[src/hdl/base64url_stream_encoder_top_defines.svh]
// ----------------------------------------------------------------------------
// base64url stream encoder assertion macros
// shared property wrappers, empty when synthesised
// ----------------------------------------------------------------------------
`ifndef BASE64URL_STREAM_ENCODER_TOP_DEFINES_SVH
`define BASE64URL_STREAM_ENCODER_TOP_DEFINES_SVH

`ifndef SYNTHESIS

// same-cycle implication
`define B64U_ASSERT_IMPLIES(label, clk, rst_n, ante, cons) \
    label: assert property (@(posedge clk) disable iff (!rst_n) (ante) |-> (cons)) \
        else $error("b64u assertion failed");

// next-cycle implication
`define B64U_ASSERT_NEXT(label, clk, rst_n, ante, cons) \
    label: assert property (@(posedge clk) disable iff (!rst_n) (ante) |=> (cons)) \
        else $error("b64u assertion failed");

`else

`define B64U_ASSERT_IMPLIES(label, clk, rst_n, ante, cons)
`define B64U_ASSERT_NEXT(label, clk, rst_n, ante, cons)

`endif

`endif

[src/hdl/b64u_pkg.sv]
// ----------------------------------------------------------------------------
// b64u_pkg
// types, codes and the alphabet lookup of the base64url stream encoder
// ----------------------------------------------------------------------------
package b64u_pkg;

    localparam int unsigned B64U_QUEUE_DEPTH = 2;

    localparam logic [6:0] PAD_CHAR = 7'h3D;

    // group kinds
    localparam logic [1:0] KIND_FULL = 2'd0;
    localparam logic [1:0] KIND_ONE  = 2'd1;
    localparam logic [1:0] KIND_TWO  = 2'd2;

    typedef struct packed {
        logic [23:0] bits;
        logic [1:0]  kind;
        logic        last;
    } b64u_grp_t;

    function automatic logic [6:0] b64u_sym(input logic [5:0] v);
        logic [6:0] code;
        if (v < 6'd26)
        begin
            code = 7'h41 + {1'b0, v};
        end
        else if (v < 6'd52)
        begin
            code = 7'h47 + {1'b0, v};
        end
        else if (v < 6'd62)
        begin
            code = {1'b0, v} - 7'd4;
        end
        else if (v == 6'd62)
        begin
            code = 7'h2D;
        end
        else
        begin
            code = 7'h5F;
        end
        return code;
    endfunction

endpackage

[src/hdl/b64u_front.sv]
// ----------------------------------------------------------------------------
// b64u_front
// takes bytes, holds an open group and posts finished groups to the queue
// ----------------------------------------------------------------------------
`include "base64url_stream_encoder_top_defines.svh"

module b64u_front
    import b64u_pkg::*;
(
    input  logic        clk,
    input  logic        rst_n,
    input  logic [7:0]  data_byte,
    input  logic        end_of_message,
    input  logic        in_valid,
    output logic        in_stall,
    input  logic        q_full,
    output logic        push,
    output b64u_grp_t   push_grp
);

    logic [1:0] cnt_reg;
    logic [1:0] cnt_next;
    logic [7:0] hold_hi_reg;
    logic [7:0] hold_lo_reg;
    logic       accept;
    logic       group_done;

    assign in_stall   = q_full;
    assign accept     = in_valid && !q_full;
    assign group_done = (cnt_reg == 2'd2) || end_of_message;
    assign push       = accept && group_done;

    always_comb
    begin
        push_grp.last = end_of_message;
        case (cnt_reg)
            2'd2:
            begin
                push_grp.bits = {hold_hi_reg, hold_lo_reg, data_byte};
                push_grp.kind = KIND_FULL;
            end
            2'd1:
            begin
                push_grp.bits = {hold_lo_reg, data_byte, 8'h00};
                push_grp.kind = KIND_TWO;
            end
            default:
            begin
                push_grp.bits = {data_byte, 16'h0000};
                push_grp.kind = KIND_ONE;
            end
        endcase
    end

    always_comb
    begin
        cnt_next = cnt_reg;
        if (accept)
        begin
            cnt_next = group_done ? 2'd0 : cnt_reg + 2'd1;
        end
    end

    always_ff @(posedge clk or negedge rst_n)
    begin
        if (!rst_n)
        begin
            cnt_reg <= 2'd0;
        end
        else
        begin
            cnt_reg <= cnt_next;
        end
    end

    always_ff @(posedge clk)
    begin
        if (accept && !group_done)
        begin
            hold_hi_reg <= hold_lo_reg;
            hold_lo_reg <= data_byte;
        end
    end

    `B64U_ASSERT_IMPLIES(a_front_cnt_range, clk, rst_n, 1'b1, cnt_reg != 2'd3)

endmodule

[src/hdl/b64u_queue.sv]
// ----------------------------------------------------------------------------
// b64u_queue
// short group queue between the byte front end and the character back end
// ----------------------------------------------------------------------------
`include "base64url_stream_encoder_top_defines.svh"

module b64u_queue
    import b64u_pkg::*;
#(
    parameter int unsigned DEPTH = B64U_QUEUE_DEPTH
)
(
    input  logic      clk,
    input  logic      rst_n,
    input  logic      push,
    input  b64u_grp_t push_grp,
    output logic      full,
    input  logic      pop,
    output logic      head_valid,
    output b64u_grp_t head_grp
);

    localparam int unsigned PTR_W = (DEPTH > 1) ? $clog2(DEPTH) : 1;
    localparam int unsigned CNT_W = $clog2(DEPTH + 1);

    b64u_grp_t          mem_reg [DEPTH];
    logic [PTR_W-1:0]   wr_ptr_reg;
    logic [PTR_W-1:0]   wr_ptr_next;
    logic [PTR_W-1:0]   rd_ptr_reg;
    logic [PTR_W-1:0]   rd_ptr_next;
    logic [CNT_W-1:0]   count_reg;
    logic [CNT_W-1:0]   count_next;

    assign full       = (count_reg == CNT_W'(DEPTH));
    assign head_valid = (count_reg != '0);
    assign head_grp   = mem_reg[rd_ptr_reg];

    always_comb
    begin
        wr_ptr_next = wr_ptr_reg;
        rd_ptr_next = rd_ptr_reg;
        count_next  = count_reg;
        if (push)
        begin
            wr_ptr_next = (wr_ptr_reg == PTR_W'(DEPTH - 1)) ? '0 : wr_ptr_reg + 1'b1;
        end
        if (pop)
        begin
            rd_ptr_next = (rd_ptr_reg == PTR_W'(DEPTH - 1)) ? '0 : rd_ptr_reg + 1'b1;
        end
        if (push && !pop)
        begin
            count_next = count_reg + 1'b1;
        end
        else if (pop && !push)
        begin
            count_next = count_reg - 1'b1;
        end
    end

    always_ff @(posedge clk or negedge rst_n)
    begin
        if (!rst_n)
        begin
            wr_ptr_reg <= '0;
            rd_ptr_reg <= '0;
            count_reg  <= '0;
        end
        else
        begin
            wr_ptr_reg <= wr_ptr_next;
            rd_ptr_reg <= rd_ptr_next;
            count_reg  <= count_next;
        end
    end

    always_ff @(posedge clk)
    begin
        if (push)
        begin
            mem_reg[wr_ptr_reg] <= push_grp;
        end
    end

    `B64U_ASSERT_IMPLIES(a_queue_no_overflow, clk, rst_n, full, !push)
    `B64U_ASSERT_IMPLIES(a_queue_no_underflow, clk, rst_n, !head_valid, !pop)

endmodule

[src/hdl/b64u_back.sv]
// ----------------------------------------------------------------------------
// b64u_back
// turns one queued group into four characters, one transfer per cycle while out_stall is low
// ----------------------------------------------------------------------------
`include "base64url_stream_encoder_top_defines.svh"

module b64u_back
    import b64u_pkg::*;
(
    input  logic        clk,
    input  logic        rst_n,
    input  logic        head_valid,
    input  b64u_grp_t   head_grp,
    output logic        pop,
    output logic [6:0]  char_code,
    output logic        last_char,
    output logic        out_valid,
    input  logic        out_stall
);

    b64u_grp_t  cur_reg;
    logic       cur_valid_reg;
    logic       cur_valid_next;
    logic [1:0] idx_reg;
    logic [1:0] idx_next;
    logic       out_valid_reg;
    logic       out_valid_next;
    logic [6:0] char_reg;
    logic       last_reg;
    logic       out_load;
    logic       emit;
    logic       cur_done;
    logic [6:0] char_sel;

    assign out_load = !out_valid_reg || !out_stall;
    assign emit     = out_load && cur_valid_reg;
    assign cur_done = emit && (idx_reg == 2'd3);
    assign pop      = head_valid && (!cur_valid_reg || cur_done);

    assign char_code = char_reg;
    assign last_char = last_reg;
    assign out_valid = out_valid_reg;

    always_comb
    begin
        case (idx_reg)
            2'd0:    char_sel = b64u_sym(cur_reg.bits[23:18]);
            2'd1:    char_sel = b64u_sym(cur_reg.bits[17:12]);
            2'd2:    char_sel = (cur_reg.kind == KIND_ONE) ? PAD_CHAR
                                                           : b64u_sym(cur_reg.bits[11:6]);
            default: char_sel = (cur_reg.kind != KIND_FULL) ? PAD_CHAR
                                                            : b64u_sym(cur_reg.bits[5:0]);
        endcase
    end

    always_comb
    begin
        cur_valid_next = cur_valid_reg;
        idx_next       = idx_reg;
        out_valid_next = out_valid_reg;
        if (out_load)
        begin
            out_valid_next = cur_valid_reg;
        end
        if (emit)
        begin
            idx_next = idx_reg + 2'd1;
        end
        if (pop)
        begin
            cur_valid_next = 1'b1;
            idx_next       = 2'd0;
        end
        else if (cur_done)
        begin
            cur_valid_next = 1'b0;
        end
    end

    always_ff @(posedge clk or negedge rst_n)
    begin
        if (!rst_n)
        begin
            cur_valid_reg <= 1'b0;
            idx_reg       <= 2'd0;
            out_valid_reg <= 1'b0;
        end
        else
        begin
            cur_valid_reg <= cur_valid_next;
            idx_reg       <= idx_next;
            out_valid_reg <= out_valid_next;
        end
    end

    always_ff @(posedge clk)
    begin
        if (pop)
        begin
            cur_reg <= head_grp;
        end
        if (emit)
        begin
            char_reg <= char_sel;
            last_reg <= (idx_reg == 2'd3) && cur_reg.last;
        end
    end

    `B64U_ASSERT_NEXT(a_back_emit_shows, clk, rst_n, emit, out_valid_reg)

endmodule

[src/hdl/base64url_stream_encoder_top.sv]
// a closing byte goes through a queue entry, the group register and the output register
// one byte per cycle while the queue has room, one character per cycle unless out_stall
// sustained byte rate is set by the single-character output register
// each closed group occupies the character back end for its four characters
// reset: asynchronous, clears the open group, the queue and the output register
// ----------------------------------------------------------------------------
// base64url_stream_encoder_top
// byte stream to url-safe base64 characters with padding and end marking
// ----------------------------------------------------------------------------
module base64url_stream_encoder_top
    import b64u_pkg::*;
#(
    parameter int unsigned QUEUE_DEPTH = B64U_QUEUE_DEPTH
)
(
    input  logic        clk,
    input  logic        rst_n,
    input  logic [7:0]  data_byte,
    input  logic        end_of_message,
    input  logic        in_valid,
    output logic        in_stall,
    output logic [6:0]  char_code,
    output logic        last_char,
    output logic        out_valid,
    input  logic        out_stall
);

    logic      push;
    b64u_grp_t push_grp;
    logic      q_full;
    logic      pop;
    logic      head_valid;
    b64u_grp_t head_grp;

    b64u_front u_front
    (
        .clk            (clk),
        .rst_n          (rst_n),
        .data_byte      (data_byte),
        .end_of_message (end_of_message),
        .in_valid       (in_valid),
        .in_stall       (in_stall),
        .q_full         (q_full),
        .push           (push),
        .push_grp       (push_grp)
    );

    b64u_queue #(
        .DEPTH (QUEUE_DEPTH)
    ) u_queue
    (
        .clk        (clk),
        .rst_n      (rst_n),
        .push       (push),
        .push_grp   (push_grp),
        .full       (q_full),
        .pop        (pop),
        .head_valid (head_valid),
        .head_grp   (head_grp)
    );

    b64u_back u_back
    (
        .clk        (clk),
        .rst_n      (rst_n),
        .head_valid (head_valid),
        .head_grp   (head_grp),
        .pop        (pop),
        .char_code  (char_code),
        .last_char  (last_char),
        .out_valid  (out_valid),
        .out_stall  (out_stall)
    );

endmodule
[config.mk]
export PLATFORM = sky130hd
export DESIGN_NAME = base64url_stream_encoder_top
export DESIGN_NICKNAME = d
export VERILOG_FILES = /design/src/hdl/b64u_pkg.sv /design/src/hdl/b64u_front.sv /design/src/hdl/b64u_queue.sv /design/src/hdl/b64u_back.sv /design/src/hdl/base64url_stream_encoder_top.sv
export VERILOG_INCLUDE_DIRS = /design/src /design/src/hdl
export SDC_FILE = /design/constraint.sdc
export NUM_CORES = 1
export LEC_CHECK = 0
export ABC_CLOCK_PERIOD_IN_PS = 3300
export BUFFER_PORTS_ARGS = -buffer_cell sky130_fd_sc_hd__clkbuf_2
export CORE_AREA = 2 2 107 109
export CTS_CLUSTER_SIZE = 20
export DETAILED_ROUTE_END_ITERATION = 6
export DIE_AREA = 0 0 109 111
export PLACE_DENSITY = 0.79
export RECOVER_POWER = 25
export SYNTH_ARGS = -nofsm -noshare
export SYNTH_HDL_FRONTEND = slang
export SYNTH_SLANG_ARGS = --single-unit
[constraint.sdc]
create_clock -name clk -period 3.3 [get_ports clk]
set_input_delay 0.66 -clock clk [delete_from_list [all_inputs] [get_ports clk]]
set_output_delay 0.66 -clock clk [all_outputs]
set_load 0.02 [all_outputs]
# Word-level counts from Yosys, hierarchy flattened
# Memory sizes are Yosys's and may differ from the RTL's. A register that Yosys moved wholly into a read port is not among the register bits.
# Index checks and enable logic that the tools add are counted.
[word_totals] reg_bits=34 latchBits=0 ram_bits=54 romBits=0 inputBits=13 output_inout_bits=10 memories=1
[classes] add_sub_neg=18 mul=0 div=0 n_lt_le_gt_ge=12 n_eq_ne=11 shift=0 muxes=31 bitwise=0 n_reduce_logical=25
[memory_table] name="u_queue.mem_reg" words=2 word_bits=27 read_ports=1 rd_ports_with_merged_regs=1 wr=1 line="b64u_queue.sv:26" rtl="b64u_grp_t mem_reg [DEPTH];"
[ops] op="$mux 7" count=18
[ops] op="$add 7x6->7 const A" count=8
[ops] op="$pmux 26 s2" count=1
[ops] op="$lt 6x6->1 const B" count=8
[ops] op="$sub 6x3->7 const B" count=4
[ops] op="$eq 6x6->1 const B" count=4
[ops] op="$lt 6x5->1 const B" count=4
[ops] op="$pmux 7 s3" count=1
[ops] op="$mux 2" count=5
[ops] op="$reduce_bool 2->1" count=5
[ops] op="$logic_and 1x1->1" count=9
[ops] op="$eq 2x2->1 const B" count=4
[ops] op="$logic_not 1->1" count=7
[ops] op="$add 2x1->2 const B" count=3
[ops] op="$eq 2x1->1 const B" count=3
[ops] op="$mux 1" count=6
[ops] op="$logic_or 1x1->1" count=3
[ops] op="$add 1x1->1 const B" count=2
[ops] op="$logic_not 2->1" count=1
[ops] op="$sub 2x1->2 const B" count=1

# Longest topological paths before layout
# Gate-level depths: netlist of the first run.
[logic_depth] ltp_word=9 depth_mapped=9

# Cells and area by module
# From an unflattened synthesis of the first run, not the netlist that was laid out.
[unflattened] hier_cells=514 hier_area_um2=6185.9
[modules_own_cells] module="b64u_back" instances=1 cells_each=322 area_each_um2=2969.1 seq_area_each_um2=1151.1
[modules_own_cells] module="b64u_queue" instances=1 cells_each=100 area_each_um2=2237.1 seq_area_each_um2=1721.7
[modules_own_cells] module="b64u_front" instances=1 cells_each=92 area_each_um2=979.7 seq_area_each_um2=530.5

# Least setup slack after synthesis of the first run
# No wires, ideal clock.
[synth_path] path_kind="input-to-reg" start="input in_valid" end="memory u_queue.mem_reg[0][0] in the netlist's numbering (enable)" setup_time_ns=0.445 arrival_time_ns=2.758 setup_slack_ns=0.097 path_stages=2 path_buffers=0 cell_sequence="o21ai_0 -> nor3_1"
[synth_via] elab_chain_cells=4
[synth_rtl] item="from (decl)" line="base64url_stream_encoder_top.sv:20" rtl="input logic in_valid,"
[synth_rtl] item="$logic_and 1x1->1" line="b64u_front.sv:29" rtl="assign accept = in_valid && !q_full;"
[synth_rtl] item="$logic_and 1x1->1" line="b64u_front.sv:31" rtl="assign push = accept && group_done;"
[synth_rtl] item="$mux 1" line="b64u_queue.sv:79" rtl="if (push)"
[synth_rtl] item="$mux 1 (not written as such)" line="b64u_queue.sv:81" rtl="mem_reg[wr_ptr_reg] <= push_grp;"
[synth_rtl] item="to (decl)" line="b64u_queue.sv:26"
# No other way between the ends.

# Worst setup path after layout of the first run
[layout_path] start="register u_front.cnt_reg[0]" end="memory u_queue.mem_reg[1][19] in the netlist's numbering (enable)"
[layout_via] elab_chain_cells=5
[layout_rtl] item="from (decl)" line="b64u_front.sv:21" rtl="logic [1:0] cnt_reg;"
[layout_rtl] item="from (signal assigned)" line="b64u_front.sv:72" rtl="cnt_reg <= cnt_next;"
[layout_rtl] item="$eq 2x2->1" line="b64u_front.sv:30" rtl="assign group_done = (cnt_reg == 2'd2) || end_of_message;"
[layout_rtl] item="$logic_or 1x1->1" line="b64u_front.sv:30"
[layout_rtl] item="$logic_and 1x1->1" line="b64u_front.sv:31"
[layout_rtl] item="named net push" line="base64url_stream_encoder_top.sv:28" rtl="logic push;"
[layout_rtl] item="$mux 1" line="b64u_queue.sv:79"
[layout_rtl] item="$mux 1 (not written as such)" line="b64u_queue.sv:81"
# The timed path passes the listed nets, and every way through them passes these cells.

==> flow_metrics.env, run 1 <==
export IMPL_grt_pass1_wl_mm=19.7
export IMPL_netlist_area_um2=5980
export IMPL_drt_iter0_markers=254
export IMPL_irDropWorstVdd_mv=0.687
export IMPL_fin_util_pct=61.3
export IMPL_fmax_mhz=383
export IMPL_core_area_um2=11100
export IMPL_antenna_found_initial=0
export IMPL_ant_nets=0
export IMPL_drv_cap=1
export IMPL_grt_overflow_total=0
export IMPL_status="complete, but fails checks"
export IMPL_post_cts_buffers=0
export IMPL_final_hold_violation_count=0
export IMPL_mappedNetlistNets=555
export IMPL_critPathMaxStageDelay_ns=0.68
export IMPL_period_share_pct=79.2
export IMPL_async_flop_share_pct=8.70
export IMPL_violations="max-capacitance violations, max-slew violations"
export IMPL_yosysTopAreaCellShare_pct=52.7
export IMPL_initial_core_util_pct=54.0
export IMPL_firstDrtPassIters=5
export IMPL_pre_cts_slack_ns=1.05
export IMPL_met1_length_mm=5.14
export IMPL_top_level_ports=23
export IMPL_relSlewSlack_pct=-0.335
export IMPL_largest_register_ffs=54
export IMPL_crit_arrival_ns=2.68
export IMPL_cts_max_path_buffers=2
export IMPL_clk_pin_slew_worst_paths_ns=0.05
export IMPL_tns_ns=0
export IMPL_dr_total_vias=4136
export IMPL_rr_worst_depth=7
export IMPL_grt_usage_pct=21.4
export IMPL_rows=39
export IMPL_clock_latency_ns=0.41
export IMPL_htreeDepth=4
export IMPL_rsz0062_at_grt="no"
export IMPL_nets=579
export IMPL_yosys_warnings=0
export IMPL_gp_congestion=1.08
export IMPL_portBuffers=22
export IMPL_drv_slew=30
export IMPL_holdWs_ns=0.211
export IMPL_finalWirelength_mm=12.1
export IMPL_cp_max_fo=27
export IMPL_wl_met2_mm=5.88
export IMPL_fillers=816
export IMPL_crit_slowest_cell="clkbuf_1"
export IMPL_top_layer="met4"
export IMPL_crit_path_cell_trace="inv_1 -> ha_1 -> clkbuf_1 -> nor2_1 -> nor2_1 -> and2_1 -> buf_4"
export IMPL_die_h_um=111
export IMPL_diodes=0
export IMPL_wl_met3_um=829
export IMPL_cts_tree="yes"
export IMPL_tightestPinTransition_ns=1.51
export IMPL_grt_pass1_vias=3922
export IMPL_grt_start_max_net_pins=31
export IMPL_power_leakage_uw=0.00249
export IMPL_finalWorstSetupSlack_ns=0.687
export IMPL_cp_start_kind="flip-flop"
export IMPL_cp_end_kind="flip-flop"
export IMPL_synthCells=512
export IMPL_drive_gt1_share_pct=14.6
export IMPL_cts_sinks=115
export IMPL_ff2ff_setup_slack_ns=0.69
export IMPL_total_power_uw=6090
export IMPL_crit_type="reg -> reg"
export IMPL_wl_per_cell_um=17.5
export IMPL_yosysMostFrequentCell="edfxtp_1"
export IMPL_synth_common_cells="edfxtp_1 (105), nand2_1 (47), nor2_1 (37)"
export IMPL_cp_data_required_time_ns=3.37
export IMPL_ys_flop_type="edfxtp_1"
export IMPL_p_per_area_nw_per_um2=898
export IMPL_cts_root_buf="clkbuf_16"
export IMPL_crit_top_cell="nor2_1"
export IMPL_ys_top_cells_by_area="edfxtp_1 (53%), ha_1 (6.3%), mux2_2 (5.1%)"
export IMPL_vias_per_cell=5.99
export IMPL_synth_area_leader_cell="edfxtp_1"
export IMPL_fin_skew_ns=0.00864
export IMPL_floorplan_die_width_um=109
export IMPL_dieArea_um2=12100
export IMPL_r2r_start="u_front.cnt_reg[0]"
export IMPL_numCtsBuffers=17
export IMPL_finalSetupViolations=0
export IMPL_hpwl_mm=8.18
export IMPL_holdBufCountCts=0
export IMPL_yosysSeqAreaShare_pct=56.9
export IMPL_area_growth_pct=13.4
export IMPL_min_period_ns=2.61
export IMPL_cts_resized=0
export IMPL_hold_path_class="in -> async"
export IMPL_synth_distinct_cells=61
export IMPL_ys_ff_latch=115
export IMPL_syn_avg_cell_area_um2=11.7
export IMPL_synth_edf_count=105
export IMPL_drc_errors=0
export IMPL_reg2reg_to="u_queue.mem_reg[1][19]"
## cell usage in the layout, fill, tap and decap left out, types with 9 or more instances in the layout
cell type  count
inv_1         32
edfxtp_1     105
o21ai_0       29
a21oi_1       32
dfrtp_1       10
nor2_1        37
xnor2_1        9
mux2_2        27
nand3_1       13
clkbuf_16     17
clkbuf_1      12
and2_0         9
ha_1          30
a22oi_1       17
nand2_1       47
clkbuf_2      12
## through the flow
| stage | instances | area (um2) |
|---|---|---|
| after floorplan | 512 | 5980 |
| after global placement | 660 | 6210 |
| after detailed placement | 660 | 6210 |
| after CTS | 691 | 6810 |
| after global routing | 691 | 6790 |
| final | 691 | 6790 |
## cell type report
type / count / area (um2) / share of cell area [%]
flip-flops and latches: 115 / 3400 / 50.2
clock inverters: 14 / 169 / 2.49
inverters: 32 / 120 / 1.77
repair buffers: 26 / 120 / 1.77
well taps: 143 / 179 / 2.64
multi-input cells: 344 / 2370 / 34.9
clock buffers: 17 / 425 / 6.27
## power by group
group | internal, uW | switching [uW]
Sequential | 2120 | 287
Combinational | 709 | 1130
Clock | 1240 | 610
Total | 4070 | 2030
## routing by layer
metal | track usage, % | vias up
met5 | 0 | -
met3 | 6.70 | 25
li1 | - | 1964
met2 | 33.4 | 187
met4 | 7.26 | 0
met1 | 28.4 | 1960
## critical path: cells and delay by family (launching register included)
| kind | cells | cell delay (ns) |
|---|---|---|
| adder cells (fa/ha/maj) | 1 | 0.14 |
| flip-flops | 1 | 0.40 |
| buffers and inverters | 3 | 1.09 |
| AND/OR/NAND/NOR | 3 | 0.63 |
## logic make-up after synthesis
family	after synthesis	share of synthesized area, %
muxes	29	5.42
adders and majority gates	30	6.27
and+or+nand+nor	144	11.6
AOI/OAI and AO/OA	128	14.3
DFF	115	56.9
buffers and inverters	53	3.62
xor gates and xnor gates	13	1.90
## how the worst max path moves through the flow
stage	from	endpoint	slack, ns	cells after the start
after floorplan	in_valid	u_queue.mem_reg[0][0]	0.1	2
after global placement	u_back.cur_reg[18]	u_back.char_code[5]	1.07	7
after detailed placement	u_back.cur_reg[18]	u_back.char_code[5]	1.05	7
after CTS	u_back.cur_reg[18]	u_back.char_code[5]	1.03	7
after global routing	u_front.cnt_reg[0]	u_queue.mem_reg[1][24]	0.48	7
final	u_front.cnt_reg[0]	u_queue.mem_reg[1][19]	0.69	7
Power figures use the tool's default switching activity.
==> inputs of run 2 (changes only) <==
Settings changed: ABC_AREA set to 1, ABC_CLOCK_PERIOD_IN_PS 3300 to 2700, CORE_AREA 2 2 107 109 to 2 2 104 106, DIE_AREA 0 0 109 111 to 0 0 106 108, PLACE_DENSITY 0.79 to 0.82.
Clock period 3.3 ns to 2.7 ns, I/O delays scaled along.
==> run 2 against run 1 <==
Effect of this change: the run now ends clean; synthesized cell count up 37%; synthesized area up 4.5%; maximum frequency up 25%; clock skew about the same; register-to-register slack worse by 0.07 ns; global-route usage up 3.7 points; sequential power up 30%; flip-flop and latch count unchanged; first-iteration DRC count up 23%; worst setup slack worse by 0.071 ns; sequential share of layout area down 2.3 points; combinational power up 87%; critical path type unchanged; critical endpoint is now u_back.char_code[4]; largest cell class unchanged; largest power group is now combinational logic.
==> flow_metrics.env, run 2 <==
export IMPL_status="complete, no violations"
export IMPL_htreeDepth=4
export IMPL_cp_data_required_time_ns=2.97
export IMPL_multiInputGateArea_um2=2470
export IMPL_seqPwrFrac_pct=35.6
export IMPL_async_flop_share_pct=8.70
export IMPL_power_switching_uw=3560
export IMPL_holdCritStartpoint="out_stall"
export IMPL_antenna_found_initial=0
export IMPL_core_area_um2=10200
export IMPL_dieArea_um2=11400
export IMPL_grt_start_max_net_pins=29
export IMPL_top_level_ports=23
export IMPL_crit_buf_inv=2
export IMPL_ant_nets=0
export IMPL_layout_common_cells="nand2_1 (237), edfxtp_1 (105), inv_1 (78), nor2_1 (50), nand3_1 (49)"
export IMPL_rsz0062_at_grt="no"
export IMPL_drv_slew=0
export IMPL_floorplan_die_width_um=106
export IMPL_synthXorXnorAreaFrac_pct=2.38
export IMPL_grt_pass1_wl_mm=22.1
export IMPL_final_hold_violation_count=0
export IMPL_dr_total_vias=4865
export IMPL_fin_skew_ns=0.00900
export IMPL_p_clk_share_pct=25.5
export IMPL_clk_pin_slew_worst_paths_ns=0.06
export IMPL_numCtsBuffers=17
export IMPL_crit_slowest_cell="edfxtp_1"
export IMPL_total_power_uw=8830
export IMPL_irDropWorstVdd_mv=0.784
export IMPL_drive_gt1_share_pct=9.10
export IMPL_grt_overflow_total=0
export IMPL_synth_fa_ha_area_share_pct=6.01
export IMPL_drv_cap=0
export IMPL_p_per_area_nw_per_um2=1240
export IMPL_synthCells=701
export IMPL_diodes=0
export IMPL_p_int_uw=5270
export IMPL_synth_common_cells="nand2_1 (237), edfxtp_1 (105), inv_1 (77)"
export IMPL_synthMuxAreaShare_pct=0
export IMPL_firstDrtPassIters=5
export IMPL_yosysTopAreaCellShare_pct=50.5
export IMPL_tns_ns=0
export IMPL_netlist_area_um2=6250
export IMPL_vias_per_cell=5.51
export IMPL_cts_root_buf="clkbuf_8"
export IMPL_cts_sinks=115
export IMPL_synth_compound_area_share_pct=7.39
export IMPL_crit_type="reg -> reg"
export IMPL_portBuffers=22
export IMPL_gp_congestion=0.931
export IMPL_ys_ff_latch=115
export IMPL_cts_tree="yes"
export IMPL_r2r_start="u_back.cur_reg[11]"
export IMPL_comb_power_share_pct=38.9
export IMPL_min_period_ns=2.08
export IMPL_crit_path_cell_trace="inv_1 -> ha_1 -> nand2_1 -> nand2_1 -> nand2_1 -> nand2_1 -> inv_1 -> nand2_1 -> nand2_1 -> a21oi_1 -> nor2_1 -> nor2_1 -> nor2_1"
export IMPL_synth_edf_count=105
export IMPL_design_area_um2=7110
export IMPL_grt_usage_pct=25.1
export IMPL_finalSetupViolations=0
export IMPL_power_leakage_uw=0.00315
export IMPL_drt_iter0_markers=312
export IMPL_swShare_pct=40.3
export IMPL_period_share_pct=77.2
export IMPL_grt_pass1_vias=4727
export IMPL_crit_arrival_ns=2.35
export IMPL_syn_avg_cell_area_um2=8.92
export IMPL_initial_core_util_pct=61.1
export IMPL_fmax_mhz=480
export IMPL_synth_area_leader_cell="edfxtp_1"
export IMPL_final_common_cell="nand2_1"
export IMPL_largest_register_ffs=54
export IMPL_drc_errors=0
export IMPL_yosysSeqAreaShare_pct=54.5
export IMPL_area_growth_pct=13.7
export IMPL_crit_top_cell="nand2_1"
export IMPL_cp_start_kind="flip-flop"
export IMPL_fin_util_pct=69.5
export IMPL_startpoint="u_back.cur_reg[11]"
export IMPL_critPathMaxStageDelay_ns=0.50
export IMPL_hold_path_class="in -> reg"
export IMPL_relSlewSlack_pct=39.5
export IMPL_clock_latency_ns=0.52
export IMPL_finalWirelength_mm=13.1
export IMPL_hpwl_mm=8.94
export IMPL_yosysMostFrequentCell="nand2_1"
export IMPL_nets=777
export IMPL_regArea_um2=3400
export IMPL_synth_distinct_cells=37
export IMPL_cts_resized=0
export IMPL_cts_max_path_buffers=2
export IMPL_yosys_warnings=0
export IMPL_fillers=742
export IMPL_holdBufCountCts=1
export IMPL_ys_flop_type="edfxtp_1"
export IMPL_wl_per_cell_um=14.9
export IMPL_cp_top_family="simple AND/OR/NAND/NOR gates"
export IMPL_cp_end_kind="flip-flop"
export IMPL_synth_top_family_by_area="simple AND/OR/NAND/NOR gates"
export IMPL_mappedNetlistNets=744
export IMPL_dpl_cell_area_um2=6520
export IMPL_tightestPinTransition_ns=0.908
export IMPL_die_h_um=108
export IMPL_ys_top_cells_by_area="edfxtp_1 (50%), nand2_1 (14%), ha_1 (6.0%)"
export IMPL_cp_max_fo=7
export IMPL_rows=37
export IMPL_yosys_area_share_simple_pct=23.7
export IMPL_post_cts_buffers=0
run 2: cell types whose count changed after synthesis, moves of 7 or more:
cell,previous run,this run
a21oi_1,32,41
a22oi_1,17,0
and2_1,10,0
inv_1,32,77
mux2_2,27,0
nand2_1,47,237
nand2b_1,7,0
nand3_1,13,49
nor2_1,37,52
o21ai_0,29,21
run 2: logic make-up after synthesis:
logic type,count (synthesis)
flops,115
buf+inv,99
compound gates,83
simple gates,357
xor+xnor,17
fa+ha+maj,30
run 2: path summary, 6_finish.rpt:
path	end	slack [ns]	cells past startpoint
max	u_back.char_code[4]	0.62	13
min in group asynchronous	u_back.out_valid	0.54	2
max in group asynchronous	u_queue.rd_ptr_reg	1.77	2
max reg2reg	u_back.char_code[4]	0.62	13
min	u_back.out_valid	0.31	3
min reg2reg	u_front.hold_hi_reg[1]	0.49	0
run 2: tightest hold or removal path, stage by stage:
cell and delay (ns):
clkbuf_2 0.08, nand2_1 0.08, nand2_1 0.09
run 2: metrics by stage:
step	setup slack, ns	hold slack [ns]	std cells
after detailed placement	0.692	0.426	850
after global placement	0.722	0.419	850
after global routing	0.336	0.293	883
final	0.616	0.310	883
after CTS	0.629	0.239	883
after floorplan	0.0244	0.244	701
run 2: layout make-up:
class | count | share of cell area, %
timing repair buffer | 29 | 2.10
clock buffer | 17 | 5.83
tap | 136 | 2.39
clock inverter | 15 | 2.55
inverter | 84 | 4.45
sequential | 115 | 47.9
multi-input combinational | 487 | 34.8
run 2: per-layer routing:
layer  track usage (%)  routed length, um
met2              43.7               6680
met5                 0                  0
met3              5.55                630
met1              30.7               5480
met4              9.87                351
run 2: power by group through the flow:
stage	Combinational, uW	Sequential [uW]	Clock (uW)
final	3440	3140	2250
after global routing	3950	3200	2350
after CTS	3430	3140	2260
after detailed placement	3360	3160	0
after global placement	3260	3140	0
after floorplan	2500	3130	0
==> inputs of run 3 (changes only) <==
Settings changed: ABC_CLOCK_PERIOD_IN_PS 2700 to 1710, CORE_AREA 2 2 104 106 to 2 2 109 111, DIE_AREA 0 0 106 108 to 0 0 111 113, PLACE_DENSITY 0.82 to 0.79.
Clock period 2.7 ns to 1.71 ns, I/O delays scaled along.
==> run 3 against run 2 <==
Effect of this change: clock skew about the same; non-clock buffer count grew 72; highest routed layer unchanged; worst hold slack lost 0.095 ns; global-route usage down 1.0 points; design area rose by 14%; critical path depth did not move; core utilization up 2.1 points; maximum frequency rose by 13%; count of clock-buffer cells in the layout rose by 1; via count is 7.1% higher; the run now ends with negative setup slack left.
==> flow_metrics.env, run 3 (synthesis results as in run 2) <==
export IMPL_reg2reg_to="u_back.char_code[3]"
export IMPL_nets=849
export IMPL_grt_use_met1_pct=28.0
export IMPL_grt_overflow_total=0
export IMPL_hold_path_class="in -> reg"
export IMPL_regArea_um2=3400
export IMPL_htreeDepth=4
export IMPL_tns_ns=-0.497
export IMPL_die_h_um=113
export IMPL_crit_slowest_cell="edfxtp_1"
export IMPL_grt_usage_pct=24.1
export IMPL_irDropWorstVdd_mv=1.54
export IMPL_cp_data_required_time_ns=1.86
export IMPL_fillers=781
export IMPL_cp_max_fo=7
export IMPL_antenna_found_initial=0
export IMPL_p_per_area_nw_per_um2=2010
export IMPL_area_growth_pct=29.1
export IMPL_cts_max_path_buffers=2
export IMPL_drive_gt1_share_pct=25.0
export IMPL_grtUsageMet2_pct=45.2
export IMPL_drv_cap=0
export IMPL_gp_congestion=0.962
export IMPL_crit_buf_inv=2
export IMPL_worstHoldEndpoint="u_back.out_valid"
export IMPL_largest_register_ffs=54
export IMPL_min_period_ns=1.85
export IMPL_cp_start_kind="flip-flop"
export IMPL_grt_pass1_vias=5106
export IMPL_core_area_um2=11300
export IMPL_fin_skew_ns=0.00891
export IMPL_rr_worst_depth=13
export IMPL_status="complete, but fails checks"
export IMPL_rsz0062_at_grt="yes"
export IMPL_power_leakage_uw=0.00351
export IMPL_final_hold_violation_count=0
export IMPL_placed_cells=912
export IMPL_rows=39
export IMPL_period_share_pct=108
export IMPL_finalSetupViolations=5
export IMPL_vias_per_cell=5.42
export IMPL_drc_errors=0
export IMPL_clk_pin_slew_worst_paths_ns=0.06
export IMPL_firstDrtPassIters=5
export IMPL_layout_common_cells="nand2_1 (220), edfxtp_1 (105), buf_4 (70), inv_1 (62), nand3_1 (45)"
export IMPL_critPathMaxStageDelay_ns=0.46
export IMPL_finalWirelength_mm=15.1
export IMPL_portBuffers=22
export IMPL_crit_arrival_ns=1.99
export IMPL_violations="negative setup slack"
export IMPL_grt_pass1_wl_mm=24.0
export IMPL_final_common_cell="nand2_1"
export IMPL_wl_per_cell_um=15.7
export IMPL_hpwl_mm=9.82
export IMPL_top_level_ports=23
export IMPL_cts_tree="yes"
export IMPL_stdcell_count=962
export IMPL_initial_core_util_pct=55.4
export IMPL_crit_top_cell="nand2_1"
export IMPL_crit_path_cell_trace="inv_2 -> ha_4 -> nand2_2 -> nand2_1 -> nand2_2 -> nand2_4 -> inv_4 -> nor2_2 -> nand2_1 -> nand2_1 -> nand3_1 -> nor2_1 -> nor2_1"
export IMPL_diodes=0
export IMPL_ant_nets=0
export IMPL_numCtsBuffers=17
export IMPL_relSlewSlack_pct=44.0
export IMPL_cp_end_kind="flip-flop"
export IMPL_fmax_mhz=541
export IMPL_grt_busiest_layer="met2"
export IMPL_holdWs_ns=0.215
export IMPL_cts_sinks=115
export IMPL_grt_start_max_net_pins=29
export IMPL_crit_type="reg -> reg"
export IMPL_cts_root_buf="clkbuf_16"
export IMPL_multiInputGateArea_um2=2770
export IMPL_total_power_uw=16200
export IMPL_drv_slew=0
export IMPL_r2r_start="u_back.cur_reg[23]"
export IMPL_holdCritStartpoint="out_stall"
export IMPL_finalWorstSetupSlack_ns=-0.139
export IMPL_clock_latency_ns=0.41
export IMPL_dr_total_vias=5210
export IMPL_use_met3_pct=4.55
export IMPL_tightestPinTransition_ns=0.839
export IMPL_holdPathStages=3
export IMPL_ff2ff_setup_slack_ns=-0.14
export IMPL_pre_cts_slack_ns=-0.197
export IMPL_drt_iter0_markers=406
export IMPL_dieArea_um2=12500
export IMPL_cp_top_family="simple AND/OR/NAND/NOR gates"
export IMPL_floorplan_die_width_um=111
run 3: worst max-delay path by stage:
stage | startpoint | end | slack, ns | cells past startpoint
floorplan | u_front.cnt_reg[0] | u_queue.mem_reg[1][0] | -0.07 | 7
global placement | u_back.cur_reg[17] | u_back.char_code[5] | -0.15 | 12
detailed placement | u_back.cur_reg[23] | u_back.char_code[5] | -0.20 | 11
CTS | u_back.cur_reg[23] | u_back.char_code[3] | -0.09 | 13
global route | u_back.cur_reg[23] | u_back.char_code[2] | -0.21 | 11
finish | u_back.cur_reg[23] | u_back.char_code[3] | -0.14 | 13
run 3: where the power goes:
part	switching [uW]	internal, uW
Combinational	4520	2850
Clock	1310	2640
Sequential	536	4350
Total	6370	9850
run 3: worst min-delay path, delay by kind of cell:
kind	cells	cell delay [ns]
and+or+nand+nor	2	0.16
buffers and inverters	1	0.07
run 3: layer usage:
layer,routed length (um),up-vias,part of all wire (%)
li1,-,2524,-
met1,6120,2476,40
met2,8150,186,54
met3,637,24,4.2
met4,243,0,1.6
met5,0,-,0
run 3: timing repair:
item	4_1_cts	5_1_grt
gates resized for setup	23	69
hold buffers	1	0
hold endpoints to repair	10	0
endpoints found under the setup margin	8	51
pin swaps	8	20
setup buffers	10	7
run 3: final cells by class:
class / instances / share of cell area, %
Sequential cell: 115 / 42.2
Multi-Input combinational cell: 487 / 34.4
Timing Repair Buffer: 101 / 9.01
Clock buffer: 18 / 5.44
Inverter: 84 / 4.00
Clock inverter: 14 / 2.79
Tap cell: 143 / 2.22
run 3: per-stage QoR:
| step | area (um2) | util (%) |
|---|---|---|
| 6_report | 8070 | 71.6 |
| 5_1_grt | 8070 | 71.6 |
| 4_1_cts | 7840 | 69.6 |
| 3_5_place_dp | 7020 | 62.2 |
| 3_3_place_gp | 7020 | 62.2 |
| 2_1_floorplan | 6300 | - |
